==> config.mk <==
export PLATFORM = sky130hd
export DESIGN_NAME = ipv4_fragment_header_gen_top_flat
export DESIGN_NICKNAME = d
export VERILOG_FILES = /design/src/rtl/ipv4fhg_pkg.sv /design/src/rtl/ipv4fhg_if.sv /design/src/rtl/ipv4fhg_csum.sv /design/src/rtl/ipv4fhg_top.sv /design/src/flat_wrapper.sv
export SDC_FILE = /design/constraint.sdc
export NUM_CORES = 1
export LEC_CHECK = 0
export BUFFER_PORTS_ARGS = -buffer_cell sky130_fd_sc_hd__buf_2
export CORE_AREA = 2 2 133 135
export DETAILED_ROUTE_END_ITERATION = 8
export DIE_AREA = 0 0 135 137
export GPL_TIMING_DRIVEN = 1
export PLACE_DENSITY = 0.79
export SLEW_MARGIN = 30
export SYNTH_ARGS = -nofsm -noshare
export SYNTH_HDL_FRONTEND = slang
export SYNTH_SLANG_ARGS = --single-unit
==> constraint.sdc <==
create_clock -name clock -period 6.75 [get_ports clock]
set_clock_uncertainty 0.2 [all_clocks]
set_input_delay 1.35 -clock clock [delete_from_list [all_inputs] [get_ports clock]]
set_output_delay 1.35 -clock clock [all_outputs]
set_load 0.03 [all_outputs]
==> src/rtl/ipv4fhg_pkg.sv <==
// Shared types and constants for the IPv4 fragment header generator.
// No dependencies; used by the checksum unit and the top level.
package ipv4fhg_pkg;

   localparam int unsigned HDR_BYTES  = 20;
   localparam int unsigned NUM_WORDS  = 10;
   localparam int unsigned WORD_CNT_W = $clog2(NUM_WORDS);

   localparam logic [15:0] VER_IHL_TOS = 16'h4500;
   localparam logic [7:0]  TTL_VALUE   = 8'd64;

   typedef enum logic [1:0] {
      ST_IDLE,
      ST_FRAG,
      ST_SUM,
      ST_SEND
   } state_type;

   // Control from the sequencer to the shared checksum adder
   typedef struct packed {
      logic clear;
      logic add;
   } csum_ctl_type;

endpackage

==> src/rtl/ipv4fhg_if.sv <==
// Handshake channels of the IPv4 fragment header generator: request,
// response and register write. Valid/ready with payload; no dependencies.
interface ipv4fhg_req_if;
   logic        valid;
   logic        ready;
   logic [15:0] payload_len;
   logic [31:0] dst_ip;
   logic [7:0]  protocol;

   modport source (output valid, payload_len, dst_ip, protocol, input ready);
   modport sink   (input valid, payload_len, dst_ip, protocol, output ready);
endinterface

interface ipv4fhg_rsp_if;
   logic        valid;
   logic        ready;
   logic [10:0] total_len;
   logic [15:0] ident;
   logic        more_frags;
   logic [12:0] frag_offset;
   logic [7:0]  proto_out;
   logic [31:0] dst_out;
   logic [15:0] hdr_checksum;
   logic        last;

   modport source (output valid, total_len, ident, more_frags, frag_offset, proto_out,
                   dst_out, hdr_checksum, last, input ready);
   modport sink   (input valid, total_len, ident, more_frags, frag_offset, proto_out,
                   dst_out, hdr_checksum, last, output ready);
endinterface

interface ipv4fhg_csr_if;
   logic        valid;
   logic        ready;
   logic [31:0] local_ip;

   modport source (output valid, local_ip, input ready);
   modport sink   (input valid, local_ip, output ready);
endinterface

==> src/rtl/ipv4fhg_csum.sv <==
// Shared one's-complement adder for the IPv4 header checksum: one 16-bit
// word per cycle while ctl.add is set, with end-around carry. Depends on ipv4fhg_pkg.
module ipv4fhg_csum (
   input  logic                      clock,
   input  ipv4fhg_pkg::csum_ctl_type ctl,
   input  logic [15:0]               word,
   output logic [15:0]               checksum
);

   logic [15:0] acc_ff;
   logic [15:0] acc_in;
   logic [16:0] raw_sum;

   assign raw_sum = {1'b0, acc_ff} + {1'b0, word};

   always_comb begin
      acc_in = acc_ff;
      if (ctl.clear) begin
         acc_in = '0;
      end else if (ctl.add) begin
         // fold the carry back in; cannot carry out again
         acc_in = raw_sum[15:0] + {15'd0, raw_sum[16]};
      end
   end

   always_ff @(posedge clock) begin
      acc_ff <= acc_in;
   end

   assign checksum = ~acc_ff;

endmodule

==> src/rtl/ipv4fhg_top.sv <==
// IPv4 fragment header generator top level: sequencer, fragment bookkeeping
// and response register. Depends on ipv4fhg_pkg, ipv4fhg_if and ipv4fhg_csum.
//
//   channel  direction  handshake     carries
//   req_if   in         valid/ready   payload_len, dst_ip, protocol
//   rsp_if   out        valid/ready   one IPv4 header per fragment
//   csr_if   in         valid/ready   local_ip (source address), always ready
//
// A request is taken only while idle. Each fragment passes through ST_FRAG,
// which sizes the chunk, ST_SUM, which feeds the ten header words through the
// shared checksum adder, and ST_SEND, which presents the header; a response
// stall holds ST_SEND. Idle resumes once the last fragment is taken.
// Synchronous active-high reset clears the sequencer, the identification
// counter and local_ip. A stalled response holds its header until taken.
module ipv4_fragment_header_gen_top #(
   parameter int unsigned MTU = 1500
) (
   input  logic               clock,
   input  logic               reset,
   ipv4fhg_req_if.sink        req_if,
   ipv4fhg_rsp_if.source      rsp_if,
   ipv4fhg_csr_if.sink        csr_if
);

   localparam int unsigned CHUNK  = ((MTU - ipv4fhg_pkg::HDR_BYTES) / 8) * 8;
   localparam int unsigned PART_W = $clog2(CHUNK + 1);
   localparam int unsigned CW     = ipv4fhg_pkg::WORD_CNT_W;

   ipv4fhg_pkg::state_type    state_ff, state_in;
   ipv4fhg_pkg::csum_ctl_type csum_ctl;

   logic [CW-1:0]     word_cnt_ff, word_cnt_in;
   logic [15:0]       ident_ff, ident_in;
   logic [31:0]       local_ip_ff, local_ip_in;
   logic [15:0]       remaining_ff, remaining_in;
   logic [15:0]       offset_ff, offset_in;
   logic [PART_W-1:0] part_ff, part_in;
   logic              mf_ff, mf_in;
   logic [31:0]       dst_ff, dst_in;
   logic [7:0]        proto_ff, proto_in;

   logic              req_fire, rsp_fire, sum_done, needs_split;
   logic [15:0]       tlen;
   logic [15:0]       flag_off;
   logic [15:0]       hdr_words [ipv4fhg_pkg::NUM_WORDS];
   logic [15:0]       checksum;

   assign req_fire    = req_if.valid && req_if.ready;
   assign rsp_fire    = rsp_if.valid && rsp_if.ready;
   assign sum_done    = (word_cnt_ff == CW'(ipv4fhg_pkg::NUM_WORDS - 1));
   assign needs_split = (remaining_ff > 16'(CHUNK));

   assign tlen     = 16'(part_ff) + 16'(ipv4fhg_pkg::HDR_BYTES);
   assign flag_off = {2'b00, mf_ff, offset_ff[15:3]};

   assign hdr_words[0] = ipv4fhg_pkg::VER_IHL_TOS;
   assign hdr_words[1] = tlen;
   assign hdr_words[2] = ident_ff;
   assign hdr_words[3] = flag_off;
   assign hdr_words[4] = {ipv4fhg_pkg::TTL_VALUE, proto_ff};
   assign hdr_words[5] = 16'd0;
   assign hdr_words[6] = local_ip_ff[31:16];
   assign hdr_words[7] = local_ip_ff[15:0];
   assign hdr_words[8] = dst_ff[31:16];
   assign hdr_words[9] = dst_ff[15:0];

   ipv4fhg_csum u_csum (
      .clock    (clock),
      .ctl      (csum_ctl),
      .word     (hdr_words[word_cnt_ff]),
      .checksum (checksum)
   );

   // Next state
   always_comb begin
      state_in = state_ff;
      case (state_ff)
         ipv4fhg_pkg::ST_IDLE: begin
            if (req_fire) state_in = ipv4fhg_pkg::ST_FRAG;
         end
         ipv4fhg_pkg::ST_FRAG: state_in = ipv4fhg_pkg::ST_SUM;
         ipv4fhg_pkg::ST_SUM: begin
            if (sum_done) state_in = ipv4fhg_pkg::ST_SEND;
         end
         ipv4fhg_pkg::ST_SEND: begin
            if (rsp_fire) begin
               state_in = mf_ff ? ipv4fhg_pkg::ST_FRAG : ipv4fhg_pkg::ST_IDLE;
            end
         end
         default: state_in = ipv4fhg_pkg::ST_IDLE;
      endcase
   end

   // Sequencer outputs
   always_comb begin
      req_if.ready   = 1'b0;
      rsp_if.valid   = 1'b0;
      csum_ctl.clear = 1'b0;
      csum_ctl.add   = 1'b0;
      case (state_ff)
         ipv4fhg_pkg::ST_IDLE: req_if.ready   = 1'b1;
         ipv4fhg_pkg::ST_FRAG: csum_ctl.clear = 1'b1;
         ipv4fhg_pkg::ST_SUM:  csum_ctl.add   = 1'b1;
         ipv4fhg_pkg::ST_SEND: rsp_if.valid   = 1'b1;
         default: ;
      endcase
   end

   assign csr_if.ready = 1'b1;

   // Datapath next values
   always_comb begin
      word_cnt_in  = word_cnt_ff;
      ident_in     = ident_ff;
      local_ip_in  = local_ip_ff;
      remaining_in = remaining_ff;
      offset_in    = offset_ff;
      part_in      = part_ff;
      mf_in        = mf_ff;
      dst_in       = dst_ff;
      proto_in     = proto_ff;

      if (csr_if.valid && csr_if.ready) local_ip_in = csr_if.local_ip;

      case (state_ff)
         ipv4fhg_pkg::ST_IDLE: begin
            if (req_fire) begin
               remaining_in = req_if.payload_len;
               offset_in    = '0;
               dst_in       = req_if.dst_ip;
               proto_in     = req_if.protocol;
            end
         end
         ipv4fhg_pkg::ST_FRAG: begin
            // size the chunk; the tail fits when no split is needed
            mf_in       = needs_split;
            part_in     = needs_split ? PART_W'(CHUNK) : remaining_ff[PART_W-1:0];
            word_cnt_in = '0;
         end
         ipv4fhg_pkg::ST_SUM: begin
            if (!sum_done) word_cnt_in = word_cnt_ff + CW'(1);
         end
         ipv4fhg_pkg::ST_SEND: begin
            if (rsp_fire) begin
               offset_in    = offset_ff + 16'(part_ff);
               remaining_in = remaining_ff - 16'(part_ff);
               if (!mf_ff) ident_in = ident_ff + 16'd1;
            end
         end
         default: ;
      endcase
   end

   always_ff @(posedge clock) begin
      if (reset) begin
         state_ff    <= ipv4fhg_pkg::ST_IDLE;
         word_cnt_ff <= '0;
         ident_ff    <= '0;
         local_ip_ff <= '0;
      end else begin
         state_ff    <= state_in;
         word_cnt_ff <= word_cnt_in;
         ident_ff    <= ident_in;
         local_ip_ff <= local_ip_in;
      end
   end

   always_ff @(posedge clock) begin
      remaining_ff <= remaining_in;
      offset_ff    <= offset_in;
      part_ff      <= part_in;
      mf_ff        <= mf_in;
      dst_ff       <= dst_in;
      proto_ff     <= proto_in;
   end

   assign rsp_if.total_len    = tlen[10:0];
   assign rsp_if.ident        = ident_ff;
   assign rsp_if.more_frags   = mf_ff;
   assign rsp_if.frag_offset  = offset_ff[15:3];
   assign rsp_if.proto_out    = proto_ff;
   assign rsp_if.dst_out      = dst_ff;
   assign rsp_if.hdr_checksum = checksum;
   assign rsp_if.last         = !mf_ff;

   a_busy_after_req: assert property (@(posedge clock) disable iff (reset)
      req_fire |=> !req_if.ready && !rsp_if.valid)
      else $error("request accepted while a datagram is in progress");

   a_ident_step: assert property (@(posedge clock) disable iff (reset)
      (rsp_fire && rsp_if.last) |=> ident_ff == $past(ident_ff) + 16'd1)
      else $error("identification did not advance after the last fragment");

   a_ident_hold: assert property (@(posedge clock) disable iff (reset)
      (rsp_fire && rsp_if.more_frags) |=> ident_ff == $past(ident_ff)
                                          && state_ff == ipv4fhg_pkg::ST_FRAG)
      else $error("fragment sequence broken inside a datagram");

   a_sum_len: assert property (@(posedge clock) disable iff (reset)
      (state_ff == ipv4fhg_pkg::ST_SUM && sum_done) |=> rsp_if.valid)
      else $error("checksum pass did not end in a response");

endmodule
==> src/flat_wrapper.sv <==
// flat-port wrapper written by rule: the top's interface ports become plain ports
module ipv4_fragment_header_gen_top_flat 
#(
   parameter int unsigned MTU = 1500
)
  (clock, reset, req_if_valid, req_if_payload_len, req_if_dst_ip, req_if_protocol, req_if_ready, rsp_if_valid, rsp_if_total_len, rsp_if_ident, rsp_if_more_frags, rsp_if_frag_offset, rsp_if_proto_out, rsp_if_dst_out, rsp_if_hdr_checksum, rsp_if_last, rsp_if_ready, csr_if_valid, csr_if_local_ip, csr_if_ready);
  ipv4fhg_req_if req_if_i ();
  ipv4fhg_rsp_if rsp_if_i ();
  ipv4fhg_csr_if csr_if_i ();
  input  logic clock;
  input  logic reset;
  input wire logic [$bits(req_if_i.valid)-1:0] req_if_valid;
  input wire logic [$bits(req_if_i.payload_len)-1:0] req_if_payload_len;
  input wire logic [$bits(req_if_i.dst_ip)-1:0] req_if_dst_ip;
  input wire logic [$bits(req_if_i.protocol)-1:0] req_if_protocol;
  output wire logic [$bits(req_if_i.ready)-1:0] req_if_ready;
  output wire logic [$bits(rsp_if_i.valid)-1:0] rsp_if_valid;
  output wire logic [$bits(rsp_if_i.total_len)-1:0] rsp_if_total_len;
  output wire logic [$bits(rsp_if_i.ident)-1:0] rsp_if_ident;
  output wire logic [$bits(rsp_if_i.more_frags)-1:0] rsp_if_more_frags;
  output wire logic [$bits(rsp_if_i.frag_offset)-1:0] rsp_if_frag_offset;
  output wire logic [$bits(rsp_if_i.proto_out)-1:0] rsp_if_proto_out;
  output wire logic [$bits(rsp_if_i.dst_out)-1:0] rsp_if_dst_out;
  output wire logic [$bits(rsp_if_i.hdr_checksum)-1:0] rsp_if_hdr_checksum;
  output wire logic [$bits(rsp_if_i.last)-1:0] rsp_if_last;
  input wire logic [$bits(rsp_if_i.ready)-1:0] rsp_if_ready;
  input wire logic [$bits(csr_if_i.valid)-1:0] csr_if_valid;
  input wire logic [$bits(csr_if_i.local_ip)-1:0] csr_if_local_ip;
  output wire logic [$bits(csr_if_i.ready)-1:0] csr_if_ready;
  assign req_if_i.valid = req_if_valid;
  assign req_if_i.payload_len = req_if_payload_len;
  assign req_if_i.dst_ip = req_if_dst_ip;
  assign req_if_i.protocol = req_if_protocol;
  assign req_if_ready = req_if_i.ready;
  assign rsp_if_valid = rsp_if_i.valid;
  assign rsp_if_total_len = rsp_if_i.total_len;
  assign rsp_if_ident = rsp_if_i.ident;
  assign rsp_if_more_frags = rsp_if_i.more_frags;
  assign rsp_if_frag_offset = rsp_if_i.frag_offset;
  assign rsp_if_proto_out = rsp_if_i.proto_out;
  assign rsp_if_dst_out = rsp_if_i.dst_out;
  assign rsp_if_hdr_checksum = rsp_if_i.hdr_checksum;
  assign rsp_if_last = rsp_if_i.last;
  assign rsp_if_i.ready = rsp_if_ready;
  assign csr_if_i.valid = csr_if_valid;
  assign csr_if_i.local_ip = csr_if_local_ip;
  assign csr_if_ready = csr_if_i.ready;
  ipv4_fragment_header_gen_top #(.MTU(MTU)) u_core (.clock(clock), .reset(reset), .req_if(req_if_i), .rsp_if(rsp_if_i), .csr_if(csr_if_i));
endmodule
==> results of run 1 <==
Yosys cell counts, types with 5 or more instances:
| cell | n |
|---|---|
| nor2_1 | 116 |
| edfxtp_1 | 84 |
| dfxtp_1 | 70 |
| mux2i_1 | 68 |
| nand2_1 | 53 |
| inv_1 | 50 |
| ha_1 | 49 |
| a21oi_1 | 46 |
| o21ai_0 | 32 |
| xnor2_1 | 31 |
| xor2_1 | 28 |
| clkbuf_1 | 26 |
| nand3_1 | 24 |
| nor3_1 | 18 |
| buf_4 | 17 |
| a211oi_1 | 15 |
| a221oi_1 | 15 |
| and3_1 | 15 |
| mux2_2 | 14 |
| a21o_1 | 11 |
| buf_1 | 10 |
| nand4_1 | 10 |
| o21a_1 | 9 |
| or2_2 | 8 |
| or3_1 | 8 |
| a31oi_1 | 7 |
| nand2b_1 | 7 |
| o22ai_1 | 6 |
| o32ai_1 | 6 |
| a21boi_0 | 5 |
| and2_1 | 5 |
| nor2b_1 | 5 |
| nor4_1 | 5 |
area by class of cell:
cell class / instances / share of cell area, %
multi-input combinational: 676 / 44.5
sequential: 154 / 36.4
timing repair buffer: 198 / 9.35
clock buffer: 18 / 3.98
tap: 225 / 2.61
inverter: 50 / 1.74
clock inverter: 14 / 1.39
power breakdown:
group          internal (W)  leakage, nW  switching, W
Sequential          0.00126         1.37      0.000187
Combinational      0.000677         2.88       0.00128
Clock              0.000546        0.272      0.000404
metal layers:
metal	vias up	global-route usage [%]
li1	3702	-
met4	0	8.80
met5	-	0
met1	3673	34.0
met2	346	48.7
met3	54	5.74
registers in the layout, summed over array words and instances (netlist names), 8 cells and up:
register                 cells
u_core.part_ff              11
u_core.offset_ff            16
u_core.rsp_if.ident         16
u_core.u_csum.acc_ff        16
u_core.local_ip_ff          32
u_core.rsp_if.proto_out      8
u_core.rsp_if.dst_out       32
u_core.remaining_ff         16
worst max-delay path, delay by kind of cell, from the launching register on:
kind	cells	cell delay, ns
compound gates	8	1.74
xor+xnor	1	0.16
fa+ha+maj	3	0.71
buf+inv	2	0.57
flops	1	0.32
simple gates	6	1.83
kinds of logic (layout without fill, tap and decap cells):
| kind of cell | Yosys count | count (layout) | synth area share, % |
|---|---|---|---|
| AND/OR/NAND/NOR | 289 | 289 | 14.9 |
| AO/OA/AOI/OAI | 188 | 188 | 14.0 |
| flip-flops | 154 | 154 | 42.6 |
| buffers and inverters | 106 | 280 | 5.26 |
| multiplexers | 85 | 85 | 9.84 |
| XOR/XNOR | 61 | 61 | 5.97 |
| adder cells (fa/ha/maj) | 52 | 52 | 7.31 |
| other | 1 | 1 | 0.0407 |
per-stage QoR:
step	area (µm²)	util [%]	setup WS, ns	hold WS (ns)
floorplan	9200	-	1.94	0.253
global placement	10200	59.8	1.43	0.269
detailed placement	10200	59.8	1.22	0.282
CTS	10800	63.2	1.18	0.296
global route	10800	63.2	0.530	0.329
finish	10800	63.2	1.12	0.299
worst max-delay path by stage:
stage          slack [ns]                   from                        to
2_1_floorplan        1.94      u_core.part_ff[2]  u_core.u_csum.acc_ff[13]
3_3_place_gp         1.43  u_core.word_cnt_ff[1]  u_core.u_csum.acc_ff[13]
3_5_place_dp         1.22  u_core.word_cnt_ff[1]  u_core.u_csum.acc_ff[13]
4_1_cts              1.18  u_core.word_cnt_ff[1]  u_core.u_csum.acc_ff[13]
6_report             1.12  u_core.word_cnt_ff[1]  u_core.u_csum.acc_ff[15]
5_1_grt              0.53  u_core.word_cnt_ff[1]  u_core.u_csum.acc_ff[15]
==> metrics.md, run 1 <==
| Metric | Value |
|---|---|
| Die Wd | 135 µm |
| Yosys top cell by area | edfxtp_1 |
| First-pass detailed-route iteration total | 6 |
| HP Class | flop to flop |
| Non-Filler Instances | 1335 |
| Final Power | 0.00436 W |
| Avg WL per Cell | 19.2 µm |
| DP Cell Count | 1303 |
| Vias in the first global route | 7331 |
| Site Rows | 48 |
| Crit path max fanout | 27 |
| Final period utilization | 83.4% |
| Worst R2R End | u_core.u_csum.acc_ff[15] |
| Sequential share of the synthesized area | 42.6% |
| Leakage | 4.53 nW |
| Top area cells in the synthesized netlist | edfxtp_1 (27%), dfxtp_1 (15%), mux2i_1 (7.4%) |
| Hold depth | 2 |
| Max Transition Viols Final | 0 |
| Origin of the worst min-delay path | u_core.local_ip_ff[31] |
| CTS Hold Bufs | 0 |
| CTS tree | yes |
| Area growth syn-to-layout | 17.2% |
| Final setup vio count | 0 |
| Slew @ Worst Pin | 0.983 ns |
| CTS root buf | clkbuf_16 |
| CTS sink count | 154 |
| Crit Path Class | flop to flop |
| FF-to-FF path depth | 20 |
| FF-to-FF setup slack | 1.12 ns |
| WP data required | 6.89 ns |
| Max layer used | met4 |
| Vias per Instance | 5.82 |
| Total die area | 0.0185 mm² |
| DRC | 0 |
| Multi-input gate area | 0.00480 mm² |
| Power Dens Cells | 404 mW/mm² |
| Initial DRC count | 558 |
| Mapped Avg Cell Area | 9.83 µm² |
| Detailed-placement wirelength estimate | 19.1 mm |
| Post-synth EDFFs | 84 |
| Final count of hold timing violations | 0 |
| Vias | 7775 |
| Io pins | 194 |
| Status | completed |
| Core ar. | 0.0171 mm² |
| Register area | 0.00393 mm² |
| Worst VDD drop | 265 µV |
| Commonest cells after routing, fill and taps aside | buf_2 (191), nor2_1 (115), edfxtp_1 (84), dfxtp_1 (69), mux2i_1 (68) |
| Clock Latency Late Sink | 0.43 ns |
| WL final | 25.7 mm |
| CP Launch Type | flop |
| Reg2reg start | u_core.word_cnt_ff[1] |
| ANT nets after route | 0 |
| Arrival @ worst endpoint | 5.77 ns |
| Asr flop ratio synth | 0% |
| Setup bufs post-CTS | 0 |
| Synthesized area | 0.00920 mm² |
| Worst-path cell chain | buf_4 -> inv_1 -> nor2_1 -> a221oi_1 -> o32ai_1 -> ha_1 -> fa_1 -> a211oi_2 -> o21a_1 -> o211a_1 -> o31ai_1 -> o21ai_0 -> nand2b_1 -> ha_1 -> and3_1 -> nand4_1 -> nor4_1 -> nand4_1 -> xnor2_1 -> a211oi_1 |
| Setup Total Neg Slack | 0 ns |
| Ys flop type | edfxtp_1 |
| Ys Warns | 0 |
| Cts repair resizes | 0 |
| Maxcap violations | 0 |
| Met3 routed WL | 1.72 mm |
| Worst Setup End Kind | flop |
| RSZ-0062 raised after global routing | false |
| Die Y | 137 µm |
| Flops & latches, synth | 154 |
| Clock transition at the registers of the reported paths | 0.06 ns |
| Global-route wire length before repair | 39.0 mm |
| Net count of the mapped netlist | 1081 |
| Rel. slew slack | 34.4% |
| Antenna cell count | 0 |
| Synth unique cells | 75 |
| Most common cell after layout, fill and taps aside | buf_2 |
| Initial antenna violation count | 0 |
| Wl on met1 | 10.5 mm |
| H-Tree Depth | 4 |
| Crit-path slowest cell | nor2_1 |
| Longest Clk Path Bufs | 2 |
| Ratio of cells with drive above 1 in the final layout | 24.6% |
| DR WL met2 | 12.8 mm |
| Mapped Cells | 936 |
| # fillers | 1452 |
| Remaining global-route overflow | 0 |
| CTS buffer count | 17 |
| Worst Hold End | u_core.local_ip_ff[31] |
| Max Fclk | 178 MHz |
| Slowest Stage Delay on Critical Path | 0.59 ns |
| Min Tclk post-route | 5.63 ns |
| GP Congestion | 0.978 |
| Total track usage | 27.6% |
| Starting Density | 54.0% |
| Share of the synthesized area in the top cell type | 27.4% |
| # nets final | 1242 |
| I/O Buffers | 192 |
| Largest net degree at the start of global routing | 55 |
Power figures use the tool's default switching activity.
==> inputs of run 2 (changes only) <==
- clock period: 6.75 -> 5.5 ns (I/O delays scaled with it)
==> run 2 against run 1 <==
Effect of this change: critical path depth unchanged; sequential share of layout area decreased by 0.13 points; sequential cell count unchanged; register-to-register slack lost 0.80 ns; utilization increased by 0.22 points; global-route usage about the same.
==> metrics.md, run 2 (synthesis gave the netlist of run 1 again) <==
| Metric | Value |
|---|---|
| Initial DRC count | 646 (+16%) |
| CTS tree | yes |
| Worst Hold End | u_core.local_ip_ff[12] |
| Core ar. | 0.0171 mm² (unchanged) |
| Io pins | 194 (unchanged) |
| Max Transition Viols Final | 0 (unchanged) |
| Worst-path cell chain | a21oi_1 -> nor4_1 -> xnor2_1 -> mux2i_1 -> o21ai_0 -> a21oi_1 -> o22ai_1 -> ha_1 -> nor2_1 -> o21a_1 -> o31ai_1 -> o21ai_0 -> nand2b_1 -> ha_1 -> and3_1 -> nand4_1 -> nor4_2 -> nand4_1 -> xnor2_1 -> a211oi_1 |
| Status | completed |
| GP Congestion | 0.952 (-2.7%) |
| Sequential power share | 33.4% (+0.2 points) |
| Starting Density | 54.0% (unchanged) |
| Worst R2R End | u_core.u_csum.acc_ff[13] |
| Commonest cells after routing, fill and taps aside | buf_2 (191), nor2_1 (115), edfxtp_1 (84), dfxtp_1 (69), mux2i_1 (68) |
| Worst Setup End Kind | flop |
| Largest net degree at the start of global routing | 55 (unchanged) |
| Clock Latency Late Sink | 0.43 ns (about the same) |
| Origin of the worst min-delay path | u_core.local_ip_ff[12] |
| RSZ-0062 raised after global routing | false |
| Die Y | 137 µm (unchanged) |
| Max Fclk | 193 MHz (+8.6%) |
| DRC | 0 (unchanged) |
| Switching portion of total power | 43.3% (+0.29 points) |
| CTS buffer count | 17 (unchanged) |
| WL final | 25.4 mm (-0.86%) |
| Area growth syn-to-layout | 17.6% |
| Avg WL per Cell | 18.9 µm (-1.5%) |
| FF-to-FF setup slack | 0.32 ns (-0.80 ns) |
| Leakage | 4.55 nW (+0.61%) |
| Gr busiest metal | met2 |
| Final setup vio count | 0 (unchanged) |
| Arrival @ worst endpoint | 5.32 ns (-0.45 ns) |
| Slew @ Worst Pin | 1.00 ns (+0.0210 ns) |
| Vias | 7740 (-0.45%) |
| CTS root buf | clkbuf_16 |
| Crit Path Class | flop to flop |
| Site Rows | 48 (unchanged) |
| Slowest Stage Delay on Critical Path | 0.52 ns (-0.07 ns) |
| Ratio of cells with drive above 1 in the final layout | 25.0% (+0.45 points) |
| Vias in the first global route | 7348 (+0.23%) |
| Place WS | 0.402 ns (-0.814 ns) |
| Final count of hold timing violations | 0 (unchanged) |
| Reg2reg start | u_core.part_ff[2] |
| Longest Clk Path Bufs | 2 (unchanged) |
| HP Class | flop to flop |
| Initial antenna violation count | 0 (unchanged) |
| GRT met3 Usage | 5.52% (-0.22 points) |
| Hold depth | 2 (unchanged) |
| Remaining global-route overflow | 0 (unchanged) |
| CTS Hold Bufs | 0 (unchanged) |
| First-pass detailed-route iteration total | 9 (+3) |
| M2 GR Usage | 46.0% (-2.7 points) |
| Total die area | 0.0185 mm² (unchanged) |
| FF-to-FF path depth | 20 (unchanged) |
| Clock transition at the registers of the reported paths | 0.07 ns (about the same) |
| WP data required | 5.64 ns (-1.25 ns) |
| WHS | 0.296 ns (-0.00311 ns) |
| Most common cell after layout, fill and taps aside | buf_2 |
| CTS sink count | 154 (unchanged) |
| Total track usage | 27.6% (about the same) |
| Setup Total Neg Slack | 0 ns (unchanged) |
| Internal | 0.00301 W (+21%) |
| Clock share of power | 20.9% (-0.9 points) |
| Global-route wire length before repair | 39.0 mm (unchanged) |
| Layout Utilization | 63.5% (+0.22 points) |
| CP Launch Type | flop |
| ANT nets after route | 0 (unchanged) |
| Rel. slew slack | 33.0% (-1.4 points) |
| Comb power frac | 45.6% (+0.7 points) |
| Antenna cell count | 0 (unchanged) |
| # nets final | 1250 (+0.64%) |
| Crit-path slowest cell | ha_1 |
| Power Dens Cells | 489 mW/mm² (+21%) |
| I/O Buffers | 192 (unchanged) |
| Sw power | 0.00229 W (+22%) |
| Crit path max fanout | 11 (-59%) |
| Die Wd | 135 µm (unchanged) |
| Detailed-placement wirelength estimate | 19.2 mm (+0.47%) |
| Min Tclk post-route | 5.18 ns (-0.446 ns) |
| M1 GR Usage | 36.2% (+2.2 points) |
| Final period utilization | 94.2% (+11 points) |
| Vias per Instance | 5.76 (-1.0%) |
| Worst VDD drop | 254 µV (-4.2%) |
| Maxcap violations | 0 (unchanged) |
| H-Tree Depth | 4 (unchanged) |
| Post-route setup slack | 0.319 ns (-0.804 ns) |
-- run 2: changes by cell type in the layout (fill, tap and decap cells not counted), sizes merged --
cell,delta
clkinv,+1
clkinvlp,-1
inv,+1
buf,+8
bufinv,-1
-- run 2: how the worst max path moves through the flow --
| stage | startpoint | to | slack [ns] | depth (start not counted) |
|---|---|---|---|---|
| finish | u_core.part_ff[2] | u_core.u_csum.acc_ff[13] | 0.32 | 20 |
| global route | u_core.part_ff[2] | u_core.u_csum.acc_ff[14] | 0.05 | 20 |
| CTS | u_core.part_ff[2] | u_core.u_csum.acc_ff[13] | 0.34 | 20 |
| detailed placement | u_core.part_ff[2] | u_core.u_csum.acc_ff[13] | 0.40 | 20 |
| global placement | u_core.part_ff[8] | u_core.u_csum.acc_ff[15] | 0.51 | 20 |
| floorplan | u_core.part_ff[2] | u_core.u_csum.acc_ff[13] | 0.69 | 21 |
-- run 2: layout make-up --
type / instances / area (µm²)
Fill cell: 1466 / 6230
Multi-Input combinational cell: 676 / 4810
Sequential cell: 154 / 3930
Timing Repair Buffer: 206 / 1070
Clock buffer: 18 / 429
Tap cell: 225 / 282
Inverter: 50 / 188
Clock inverter: 14 / 121
-- run 2: what timing repair did --
action / in CTS / in global routing
endpoints found under the hold margin: 0 / 0
endpoints found under the setup margin: 0 / 1
buffers inserted: 0 / 0
gates resized for setup: 0 / 1
-- run 2: critical path, delay by kind of cell, from the launching register on --
kind / cells / cell delay [ns]
mux: 1 / 0.25
xor+xnor: 2 / 0.30
flops: 1 / 0.47
fa+ha+maj: 2 / 0.73
simple gates: 7 / 1.57
compound gates: 8 / 1.55
-- run 2: routing by layer --
metal  share of wire [%]  routed length [µm]
met5                   0                   0
met4                 2.6                 658
met3                 6.0                1540
met2                  48               12200
met1                  43               11000
-- run 2: power by group through the flow --
stage          Sequential, W  Clock (W)  Combinational (W)
2_1_floorplan        0.00182          0            0.00174
3_3_place_gp         0.00179          0            0.00234
5_1_grt              0.00180    0.00117            0.00261
4_1_cts              0.00177    0.00112            0.00240
3_5_place_dp         0.00179          0            0.00238
6_report             0.00177    0.00111            0.00242
-- run 2: through the flow --
| stage | power [W] | cells | cell area (µm²) |
|---|---|---|---|
| after floorplan | 0.00356 | 936 | 9200 |
| after detailed placement | 0.00417 | 1311 | 10300 |
| after global routing | 0.00558 | 1343 | 10800 |
| after global placement | 0.00413 | 1311 | 10300 |
| after CTS | 0.00529 | 1343 | 10800 |
| final | 0.00530 | 1343 | 10800 |
